File: src/assert_macros.svh
// ---------------------------------------------------------------------------
// Assertion macros
// Shared concurrent assertion forms for the mouse packet tracker.
// ---------------------------------------------------------------------------
`ifndef ASSERT_MACROS_SVH
`define ASSERT_MACROS_SVH

// Checked on every rising edge while reset is released.
`define PMPT_ASSERT(label, clk, rst_n, prop) \
    label: assert property (@(posedge clk) disable iff (!rst_n) (prop)) \
        else $error("pmpt assertion failed");

// Checked on every rising edge, reset included.
`define PMPT_ASSERT_ALWAYS(label, clk, prop) \
    label: assert property (@(posedge clk) (prop)) \
        else $error("pmpt assertion failed");

`endif

File: src/pmpt_pkg.sv
// ---------------------------------------------------------------------------
// pmpt_pkg
// Types and constants shared by the mouse packet tracker modules.
// ---------------------------------------------------------------------------
`default_nettype none

package pmpt_pkg;

    localparam int COORD_BITS = 12;
    localparam int CFG_BITS   = 12;
    localparam int OUT_BITS   = 12;
    localparam int QDEPTH     = 2;

    localparam int HDR_SYNC_BIT  = 3;
    localparam int HDR_XSIGN_BIT = 4;
    localparam int HDR_YSIGN_BIT = 5;

    localparam logic [COORD_BITS-1:0] RESET_X = COORD_BITS'(800);
    localparam logic [COORD_BITS-1:0] RESET_Y = COORD_BITS'(400);
    localparam logic [CFG_BITS-1:0]   RESET_WIDTH  = CFG_BITS'(1920);
    localparam logic [CFG_BITS-1:0]   RESET_HEIGHT = CFG_BITS'(1080);

    typedef enum logic {
        CFG_SCREEN_WIDTH  = 1'b0,
        CFG_SCREEN_HEIGHT = 1'b1
    } t_cfg_idx;

    typedef enum logic [1:0] {
        PH_HUNT = 2'd0,
        PH_X    = 2'd1,
        PH_Y    = 2'd2
    } t_phase;

    typedef struct packed {
        logic       x_neg;
        logic       y_neg;
        logic [1:0] buttons;
        logic [7:0] dx;
        logic [7:0] dy;
    } t_packet;

endpackage

`default_nettype wire

File: src/pmpt_front.sv
// ---------------------------------------------------------------------------
// pmpt_front
// Byte framer: hunts for a header byte, collects the two delta bytes and
// hands each complete packet to the queue.
// ---------------------------------------------------------------------------
`default_nettype none

module pmpt_front
    import pmpt_pkg::*;
(
    input  wire logic       i_clk,
    input  wire logic       i_rst_n,
    input  wire logic       i_valid,
    input  wire logic [7:0] i_rx_byte,
    output logic            o_stall,
    input  wire logic       i_full,
    output logic            o_push,
    output t_packet         o_packet
);

    t_phase     r_phase, n_phase;
    logic [7:0] r_header, n_header;
    logic [7:0] r_dx, n_dx;
    logic       w_accept;

    assign o_stall  = i_full;
    assign w_accept = i_valid && !i_full;

    always_ff @(posedge i_clk) begin
        if (!i_rst_n) begin
            r_phase <= PH_HUNT;
        end else begin
            r_phase <= n_phase;
        end
        r_header <= n_header;
        r_dx     <= n_dx;
    end

    always_comb begin
        n_phase  = r_phase;
        n_header = r_header;
        n_dx     = r_dx;
        o_push   = 1'b0;
        if (w_accept) begin
            unique case (r_phase)
                PH_X: begin
                    n_dx    = i_rx_byte;
                    n_phase = PH_Y;
                end
                PH_Y: begin
                    o_push  = 1'b1;
                    n_phase = PH_HUNT;
                end
                default: begin
                    if (i_rx_byte[HDR_SYNC_BIT]) begin
                        n_header = i_rx_byte;
                        n_phase  = PH_X;
                    end else begin
                        n_phase  = PH_HUNT;
                    end
                end
            endcase
        end
    end

    assign o_packet.x_neg   = r_header[HDR_XSIGN_BIT];
    assign o_packet.y_neg   = r_header[HDR_YSIGN_BIT];
    assign o_packet.buttons = r_header[1:0];
    assign o_packet.dx      = r_dx;
    assign o_packet.dy      = i_rx_byte;

endmodule

`default_nettype wire

File: src/pmpt_queue.sv
// ---------------------------------------------------------------------------
// pmpt_queue
// Short packet queue between the framer and the position unit. The depth
// is a power of two so the pointers wrap on their own.
// ---------------------------------------------------------------------------
`default_nettype none
`include "assert_macros.svh"

module pmpt_queue
    import pmpt_pkg::*;
(
    input  wire logic    i_clk,
    input  wire logic    i_rst_n,
    input  wire logic    i_push,
    input  wire t_packet i_packet,
    output logic         o_full,
    output logic         o_valid,
    output t_packet      o_packet,
    input  wire logic    i_pop
);

    localparam int PTR_BITS = (QDEPTH > 1) ? $clog2(QDEPTH) : 1;
    localparam int CNT_BITS = $clog2(QDEPTH + 1);

    t_packet               r_mem [QDEPTH];
    logic [PTR_BITS-1:0]   r_wr_ptr, n_wr_ptr;
    logic [PTR_BITS-1:0]   r_rd_ptr, n_rd_ptr;
    logic [CNT_BITS-1:0]   r_count, n_count;
    logic                  w_push, w_pop;

    assign o_full   = (r_count == CNT_BITS'(QDEPTH));
    assign o_valid  = (r_count != '0);
    assign o_packet = r_mem[r_rd_ptr];
    assign w_push   = i_push && !o_full;
    assign w_pop    = i_pop && o_valid;

    always_comb begin
        n_wr_ptr = w_push ? PTR_BITS'(r_wr_ptr + 1'b1) : r_wr_ptr;
        n_rd_ptr = w_pop  ? PTR_BITS'(r_rd_ptr + 1'b1) : r_rd_ptr;
        n_count  = r_count;
        if (w_push && !w_pop) begin
            n_count = CNT_BITS'(r_count + 1'b1);
        end else if (w_pop && !w_push) begin
            n_count = CNT_BITS'(r_count - 1'b1);
        end
    end

    always_ff @(posedge i_clk) begin
        if (!i_rst_n) begin
            r_wr_ptr <= '0;
            r_rd_ptr <= '0;
            r_count  <= '0;
        end else begin
            r_wr_ptr <= n_wr_ptr;
            r_rd_ptr <= n_rd_ptr;
            r_count  <= n_count;
        end
        if (w_push) begin
            r_mem[r_wr_ptr] <= i_packet;
        end
    end

    `PMPT_ASSERT(a_count_bound, i_clk, i_rst_n, r_count <= CNT_BITS'(QDEPTH))
    `PMPT_ASSERT(a_pop_drains, i_clk, i_rst_n,
        (w_pop && !w_push) |=> (r_count == CNT_BITS'($past(r_count) - 1'b1)))
    `PMPT_ASSERT_ALWAYS(a_reset_empty, i_clk, !i_rst_n |=> (r_count == '0))

endmodule

`default_nettype wire

File: src/pmpt_back.sv
// ---------------------------------------------------------------------------
// pmpt_back
// Position unit: applies each packet's deltas to the kept position, clamps
// to the screen limits and holds the result in the output register.
// ---------------------------------------------------------------------------
`default_nettype none
`include "assert_macros.svh"

module pmpt_back
    import pmpt_pkg::*;
(
    input  wire logic                i_clk,
    input  wire logic                i_rst_n,
    input  wire logic                i_cfg_we,
    input  wire logic                i_cfg_idx,
    input  wire logic [CFG_BITS-1:0] i_cfg_data,
    input  wire logic                i_q_valid,
    input  wire t_packet             i_packet,
    output logic                     o_pop,
    output logic                     o_valid,
    input  wire logic                i_stall,
    output logic [OUT_BITS-1:0]      o_pos_x,
    output logic [OUT_BITS-1:0]      o_pos_y,
    output logic [1:0]               o_buttons
);

    localparam int SUM_BITS = COORD_BITS + 2;
    localparam int LIM_BITS = ((COORD_BITS > CFG_BITS) ? COORD_BITS : CFG_BITS) + 1;
    localparam logic [COORD_BITS-1:0] COORD_MAX = '1;

    function automatic logic [COORD_BITS-1:0] cap_limit(input logic [CFG_BITS-1:0] lim);
        logic [LIM_BITS-1:0] ext;
        ext = LIM_BITS'(lim);
        if (ext > LIM_BITS'(COORD_MAX)) begin
            return COORD_MAX;
        end
        return COORD_BITS'(ext);
    endfunction

    function automatic logic [COORD_BITS-1:0] move_axis(
        input logic [COORD_BITS-1:0] pos,
        input logic [7:0]            delta,
        input logic                  neg,
        input logic [COORD_BITS-1:0] lim
    );
        logic [SUM_BITS-1:0] v;
        v = SUM_BITS'(pos) + SUM_BITS'(delta) - (neg ? SUM_BITS'(256) : SUM_BITS'(0));
        if (v[SUM_BITS-1]) begin
            return '0;
        end
        if (v > SUM_BITS'(lim)) begin
            return lim;
        end
        return COORD_BITS'(v);
    endfunction

    logic [CFG_BITS-1:0]   r_width, r_height;
    logic [COORD_BITS-1:0] r_cur_x, n_cur_x;
    logic [COORD_BITS-1:0] r_cur_y, n_cur_y;
    logic [COORD_BITS-1:0] w_lim_x, w_lim_y;
    logic                  r_valid;
    logic [1:0]            r_buttons;

    assign w_lim_x = cap_limit(r_width);
    assign w_lim_y = cap_limit(r_height);
    assign o_pop   = i_q_valid && (!r_valid || !i_stall);
    assign n_cur_x = move_axis(r_cur_x, i_packet.dx, i_packet.x_neg, w_lim_x);
    assign n_cur_y = move_axis(r_cur_y, i_packet.dy, i_packet.y_neg, w_lim_y);

    always_ff @(posedge i_clk) begin
        if (!i_rst_n) begin
            r_width  <= RESET_WIDTH;
            r_height <= RESET_HEIGHT;
            r_cur_x  <= RESET_X;
            r_cur_y  <= RESET_Y;
            r_valid  <= 1'b0;
        end else begin
            if (i_cfg_we) begin
                unique case (t_cfg_idx'(i_cfg_idx))
                    CFG_SCREEN_WIDTH:  r_width  <= i_cfg_data;
                    CFG_SCREEN_HEIGHT: r_height <= i_cfg_data;
                    default: ;
                endcase
            end
            if (o_pop) begin
                r_cur_x <= n_cur_x;
                r_cur_y <= n_cur_y;
                r_valid <= 1'b1;
            end else if (!i_stall) begin
                r_valid <= 1'b0;
            end
        end
        if (o_pop) begin
            r_buttons <= i_packet.buttons;
        end
    end

    assign o_valid   = r_valid;
    assign o_pos_x   = OUT_BITS'(r_cur_x);
    assign o_pos_y   = OUT_BITS'(r_cur_y);
    assign o_buttons = r_buttons;

    `PMPT_ASSERT(a_x_in_limit, i_clk, i_rst_n, o_pop |=> (r_cur_x <= $past(w_lim_x)))
    `PMPT_ASSERT(a_y_in_limit, i_clk, i_rst_n, o_pop |=> (r_cur_y <= $past(w_lim_y)))
    `PMPT_ASSERT(a_hold_on_stall, i_clk, i_rst_n,
        (r_valid && i_stall) |=> (r_valid && $stable(r_cur_x) && $stable(r_cur_y)))

endmodule

`default_nettype wire

File: src/ps2_mouse_packet_tracker.sv
// ---------------------------------------------------------------------------
// ps2_mouse_packet_tracker
// Turns a PS/2 mouse byte stream into clamped absolute pointer positions.
//
// Input channel: i_valid / o_stall carry one raw mouse byte per transfer.
// Bytes are dropped until a header with bit 3 set arrives; the next two
// bytes are the X and Y deltas. Output channel: o_valid / i_stall carry one
// result (position and buttons) per completed three-byte packet.
// One byte can be taken every cycle while o_stall is low. A result is shown
// after the transfer of the packet's Y byte, once it has passed through the
// packet queue and then the position update that loads the output register.
// When the receiver stalls, the result holds; the two-entry queue keeps
// taking packets, and o_stall rises only while that queue is full.
// Configuration writes (i_cfg_we, i_cfg_idx, i_cfg_data) set the screen
// width and height clamp limits and take effect on the next packet.
// Reset returns to header hunting, position 800,400, limits 1920 by 1080.
// ---------------------------------------------------------------------------
`default_nettype none

module ps2_mouse_packet_tracker
    import pmpt_pkg::*;
(
    input  wire logic                i_clk,
    input  wire logic                i_rst_n,
    input  wire logic                i_cfg_we,
    input  wire logic                i_cfg_idx,
    input  wire logic [CFG_BITS-1:0] i_cfg_data,
    input  wire logic                i_valid,
    output logic                     o_stall,
    input  wire logic [7:0]          i_rx_byte,
    output logic                     o_valid,
    input  wire logic                i_stall,
    output logic [OUT_BITS-1:0]      o_pos_x,
    output logic [OUT_BITS-1:0]      o_pos_y,
    output logic [1:0]               o_buttons
);

    logic    w_push, w_full, w_q_valid, w_pop;
    t_packet w_in_packet, w_out_packet;

    pmpt_front u_front (
        .i_clk     (i_clk),
        .i_rst_n   (i_rst_n),
        .i_valid   (i_valid),
        .i_rx_byte (i_rx_byte),
        .o_stall   (o_stall),
        .i_full    (w_full),
        .o_push    (w_push),
        .o_packet  (w_in_packet)
    );

    pmpt_queue u_queue (
        .i_clk    (i_clk),
        .i_rst_n  (i_rst_n),
        .i_push   (w_push),
        .i_packet (w_in_packet),
        .o_full   (w_full),
        .o_valid  (w_q_valid),
        .o_packet (w_out_packet),
        .i_pop    (w_pop)
    );

    pmpt_back u_back (
        .i_clk      (i_clk),
        .i_rst_n    (i_rst_n),
        .i_cfg_we   (i_cfg_we),
        .i_cfg_idx  (i_cfg_idx),
        .i_cfg_data (i_cfg_data),
        .i_q_valid  (w_q_valid),
        .i_packet   (w_out_packet),
        .o_pop      (w_pop),
        .o_valid    (o_valid),
        .i_stall    (i_stall),
        .o_pos_x    (o_pos_x),
        .o_pos_y    (o_pos_y),
        .o_buttons  (o_buttons)
    );

endmodule

`default_nettype wire
File: config.mk
export PLATFORM = sky130hd
export DESIGN_NAME = ps2_mouse_packet_tracker
export DESIGN_NICKNAME = d
export VERILOG_FILES = /design/src/pmpt_pkg.sv /design/src/pmpt_front.sv /design/src/pmpt_queue.sv /design/src/pmpt_back.sv /design/src/ps2_mouse_packet_tracker.sv
export VERILOG_INCLUDE_DIRS = /design/src /design/src/src
export SDC_FILE = /design/constraint.sdc
export NUM_CORES = 1
export LEC_CHECK = 0
export CELL_PAD_IN_SITES_DETAIL_PLACEMENT = 0
export CELL_PAD_IN_SITES_GLOBAL_PLACEMENT = 1
export CORE_AREA = 2 2 122 95
export CTS_BUF_LIST = sky130_fd_sc_hd__clkbuf_4
export DETAILED_ROUTE_END_ITERATION = 10
export DIE_AREA = 0 0 124 97
export DONT_BUFFER_PORTS = 1
export PLACE_DENSITY_LB_ADDON = 0.05
export SLEW_MARGIN = 10
export SYNTH_ARGS = -nofsm -noshare
export SYNTH_HDL_FRONTEND = slang
export SYNTH_SLANG_ARGS = --single-unit
File: constraint.sdc
create_clock -name i_clk -period 14.9 [get_ports i_clk]
set_clock_uncertainty 0.15 [all_clocks]
set_input_delay 1.49 -clock i_clk [delete_from_list [all_inputs] [get_ports i_clk]]
set_output_delay 1.49 -clock i_clk [all_outputs]
set_load 0.01 [all_outputs]
After elaboration in Yosys (flattened, before gate mapping)
Memory sizes are Yosys's and may differ from the RTL's. A register that Yosys moved wholly into a read port is not among the register bits.
Cells that the tools add are included.
Storage, ports and cells
  register bits: 70
  latch bits: 0
  bits in writable memories: 40
  bits in read-only memories: 0
  input port bits: 26
  output and inout bits: 28
  logic and storage cells: 76
  memories: 1
Operators by class
  add/subtract/negate cells: 8
  multiply operators: 0
  divide/modulo/power cells: 0
  magnitude comparators: 2
  equality and inequality tests: 4
  shifts and indexed selects: 0
  multiplexer cells: 28
  bitwise operators: 2
  reduce and logical (&&, ||, !) cells: 19
Memories
  u_queue.r_mem: depth 2, bits a word 20, rd ports 1, clocked after Yosys merged registers in 1, wr ports 1, line pmpt_queue.sv:25  | t_packet r_mem [QDEPTH];
Operators by type and width (count)
  two-way mux 12 bit: 8
  > comparator 14 x 12 -> 1 bit: 2
  subtractor 14 bit: 2
  adder 12 x 8 -> 13 bit: 2
  two-way mux 9 bit: 2
  two-way mux 1 bit: 15
  logical AND 1 bit: 6
  AND reduction 2 bit: 3
  logical NOT 1 bit: 5
  == test 2 bit (second input constant): 2
  two-way mux 2 bit: 2
  case mux 2 bit (2 select lines): 1
  nonzero test 2 bit: 2
  AND reduction 3 bit: 1
  adder 1 bit (second input constant): 2
  adder 2 x 1 -> 2 bit (second input constant): 1
  == test 2 x 1 -> 1 bit (second input constant): 1
  inequality test 2 x 1 -> 1 bit (second input constant): 1
  NOT 1 bit: 2
  OR reduction 2 bit: 1
  subtractor 2 x 1 -> 2 bit (second input constant): 1
  logical OR 1 bit: 1

Logic depth before layout (Yosys ltp)
  word-level depth: 9
  gate-level depth with buffers: 23
  gate-level depth less buffers: 21

Cells and area by module
A second synthesis with hierarchy kept.
Second synthesis, totals
  cell total of the unflattened synthesis: 664
  area total of the unflattened synthesis: 6483.7 µm²
By module, submodules not included
  pmpt_back: times used 1, cells each 542, area an instance 4246.6 µm², seq. area each 1041.0 µm²
  pmpt_queue: times used 1, cells each 87, area an instance 1672.9 µm², seq. area each 1301.2 µm²
  pmpt_front: times used 1, cells each 35, area an instance 564.3 µm², seq. area each 400.4 µm²

Worst setup path before layout
Ideal clock, no wire load.
  kind: reg2reg
  from: register with a tool-made name
  to: register u_back.r_cur_y[8], in the netlist u_back.o_pos_y[8]
  library setup time: 0.138 ns
  arrival time: 4.701 ns
  data required time: 14.612 ns
  slack: 9.911 ns
  stages on the path, launching flop included: 24
  path buffers: 2
  clock period less this slack: 4.989 ns
  path through: dfxtp_1 > clkbuf_1 > mux2_2 > ha_1 > fa_1 > a211oi_1 > o21ai_0 > a21oi_1 > xor2_1 > ha_1 > nand2_1 > o21ai_0 > a31oi_1 > a22o_1 > xor2_1 > ha_1 > nand3_1 > or2_2 > a31oi_1 > o31ai_1 > nand3_1 > buf_4 > mux2i_1 > o211ai_1
RTL lines
  end signal: assignment: line pmpt_back.sv:87  | r_cur_y <= n_cur_y;
  end: declaration: line pmpt_back.sv:59  | logic [COORD_BITS-1:0] r_cur_y, n_cur_y;

==> flow_metrics.tcl <==
set metrics [dict create \
    post_cts_buffers 0 \
    min_period_ns 6.39 \
    dp_hpwl_um 9560 \
    clk_latency_ns 0.47 \
    yosys.area.top_type "edfxtp_1" \
    power_frac_clock_pct 12.4 \
    fmax_ghz 0.156 \
    cts_tree "built" \
    irDropWorstVdd_v 0.000113 \
    fp.dieW_um 124 \
    synth_area_leaders "edfxtp_1, dfxtp_1, ha_1" \
    min_to "u_queue.r_mem[1][10]$_DFFE_PP_" \
    first_global_vias 3794 \
    comb_power_share_pct 56.2 \
    cts.clk_slew.worst_paths_ns 0.20 \
    final_cell_mix "nand2_1, dfxtp_1, edfxtp_1" \
    syn_area_per_cell_um2 10.4 \
    drv_cap 0 \
    reg2reg_setup_slack_ns 8.51 \
    period_share_pct 42.9 \
    ys_async_sr_fraction_pct 0 \
    rsz0062_at_grt "false" \
    slew_headroom_pct 29.9 \
    leakage_uw 0.00248 \
    hp-start "u_front.r_dx[2]$_DFFE_PP_" \
    ios 54 \
    fp.coreArea_um2 10700 \
    cts_made_buffers 9 \
    place.gp.congestion 0.828 \
    power_uw 1330 \
    synth.distinct_cells 57 \
    wire_per_inst_um 17.7 \
    critPathKind "reg2reg" \
    start_util_pct 55.4 \
    die_y_um 97 \
    ys_ff_latch 110 \
    syn-num-nets 648 \
    final_common_cell "nand2_1" \
    reg2reg_depth 20 \
    rows 33 \
    drive_gt1_share_pct 8.57 \
    layout.nets 643 \
    h-tree-depth 3 \
    drt.antenna.violating_nets 0 \
    crit_fanout 20 \
    r2r_end "u_back.o_pos_y[5]$_SDFFE_PN0P_" \
    grt_overflow 0 \
    syn_inst 572 \
    diodes 0 \
    yosysSeqAreaShare_pct 46.1 \
    startpoint_type "flop" \
    p_sw_uw 594 \
    setup_viol 0 \
    cp.required_ns 15.12 \
    grt_usage_pct 21.9 \
    p_int_uw 741 \
    drt_pass1_iterations 4 \
    postRouteWirelength_um 12600 \
    p_sw_share_pct 44.5 \
    grt_antenna_before_repair 0 \
    outcome "finished, final reports clean" \
    final.setup.tns_ns 0 \
    cts_resized 0 \
    worst_pin_slew_ns 1.05 \
    hold_class "reg2reg" \
    cts.sinks 110 \
    portBuffers 0 \
    root_buffer "clkbuf_4" \
    synth-main-ff-cell "dfxtp_1" \
    clockBufferDepth 2 \
    drc 0 \
    grt_start_max_net_pins 43 \
    final_hold_viol_count 0 \
    die_area_um2 12000 \
    drt-initial-drc-count 233 \
    syn2layout_area_growth_pct 4.29 \
    viasPerCell 5.69 \
    yosysTopAreaCellShare_pct 27.3 \
    end_kind "flop" \
    arrival_ns 6.62 \
    p_seq_share_pct 31.5 \
    slew_viol_final 0 \
    synth_edf_count 54 \
    postCtsHoldBufs 0 \
    min_path_cells 0 \
    syn_area_um2 5940 \
    vias 4051 \
    yosysWarnings 0 \
    grt_pass1_wl_um 20200 \
    cellPowerDensity_nw_per_um2 215 \
]
## worst max-delay path, stage by stage, from the launching register on
cell      delay [ns]
dfxtp_1         0.93
mux2_2          0.42
ha_1            0.21
fa_1            0.43
a211oi_1        0.37
o21ai_0         0.29
a21oi_1         0.35
xor2_1          0.20
ha_1            0.27
nand2_1         0.07
o21ai_0         0.09
a31oi_1         0.06
a22o_1          0.26
xor2_1          0.15
ha_1            0.32
a21oi_1         0.23
nand2_1         0.09
o31ai_1         0.34
nand3_1         0.56
mux2i_1         0.38
o21ai_0         0.11
## power by group through the flow
stage | Clock (uW) | Combinational [uW] | Sequential [uW]
finish | 165 | 750 | 420
global route | 181 | 833 | 429
CTS | 171 | 745 | 422
detailed placement | 0 | 739 | 428
global placement | 0 | 729 | 428
floorplan | 0 | 625 | 403
## kinds of logic (layout without fill, tap and decap cells)
| logic type | after synthesis | after routing | share of synthesized area, % |
|---|---|---|---|
| xor+xnor | 23 | 23 | 3.39 |
| buf+inv | 56 | 56 | 4.13 |
| mux | 46 | 46 | 8.17 |
| simple gates | 162 | 162 | 12.9 |
| flops | 110 | 110 | 46.1 |
| fa+ha+maj | 50 | 50 | 10.8 |
| compound gates | 125 | 125 | 14.5 |
## per-layer routing
metal  track usage (%)  up-vias  part of all wire [%]  routed length (um)
li1                  -     2039                     -                   -
met1              32.5     1915                    50                6360
met2              31.9       89                    43                5460
met3              6.84        8                   5.6                 713
met4              3.98        0                  0.71                  89
met5                 0        -                     0                   0
## layout make-up
type	instances	area [um2]
repair buffers	2	15.0
multi-input cells	406	2960
clock buffers	9	67.6
well taps	140	175
inverters	38	143
flip-flops and latches	110	2740
clock inverters	7	100
fillers	950	4540
## sequential cells by signal (all words and copies together), names as in the netlist, 4 cells and up, named ones only
name / flops
u_back.o_pos_y: 12
u_back.o_pos_x: 12
u_front.r_dx: 8
u_back.r_width: 12
u_back.r_height: 12
u_front.r_header: 4
u_queue.r_mem: 40
## cells in the mapped netlist, drive strengths merged (5+ instances only)
cell type,instances
o211ai,16
a21oi,22
dfxtp,56
nor2b,7
o21a,6
ha,48
xnor2,13
o21ai,29
clkbuf,14
nand2b,5
mux2,20
and2,9
a21o,6
xor2,10
nand2,85
a211oi,5
edfxtp,54
nor2,12
a21boi,20
nor3,5
nand3,16
inv,38
mux2i,26
## per-stage QoR
| step | std cells | util [%] | worst slack [ns] | hold WS (ns) | cell area, um2 |
|---|---|---|---|---|---|
| after floorplan | 572 | - | 9.91 | 0.271 | 5940 |
| after global placement | 696 | 56.2 | 8.65 | 0.275 | 6030 |
| after detailed placement | 696 | 56.2 | 8.56 | 0.285 | 6030 |
| after CTS | 712 | 57.7 | 8.53 | 0.311 | 6200 |
| after global routing | 712 | 57.7 | 7.94 | 0.313 | 6200 |
| final | 712 | 57.7 | 8.51 | 0.305 | 6200 |
## how the worst max path moves through the flow
stage,startpoint,endpoint
final,flop,u_back.o_pos_y[5]$_SDFFE_PN0P_
after global routing,flop,u_back.o_pos_y[8]$_SDFFE_PN1P_
after global placement,flop,u_back.o_pos_y[8]$_SDFFE_PN1P_
after floorplan,flop,u_back.o_pos_y[8]$_SDFFE_PN1P_
after detailed placement,flop,u_back.o_pos_y[5]$_SDFFE_PN0P_
after CTS,flop,u_back.o_pos_y[5]$_SDFFE_PN0P_
(Power assumes the default switching activity.)
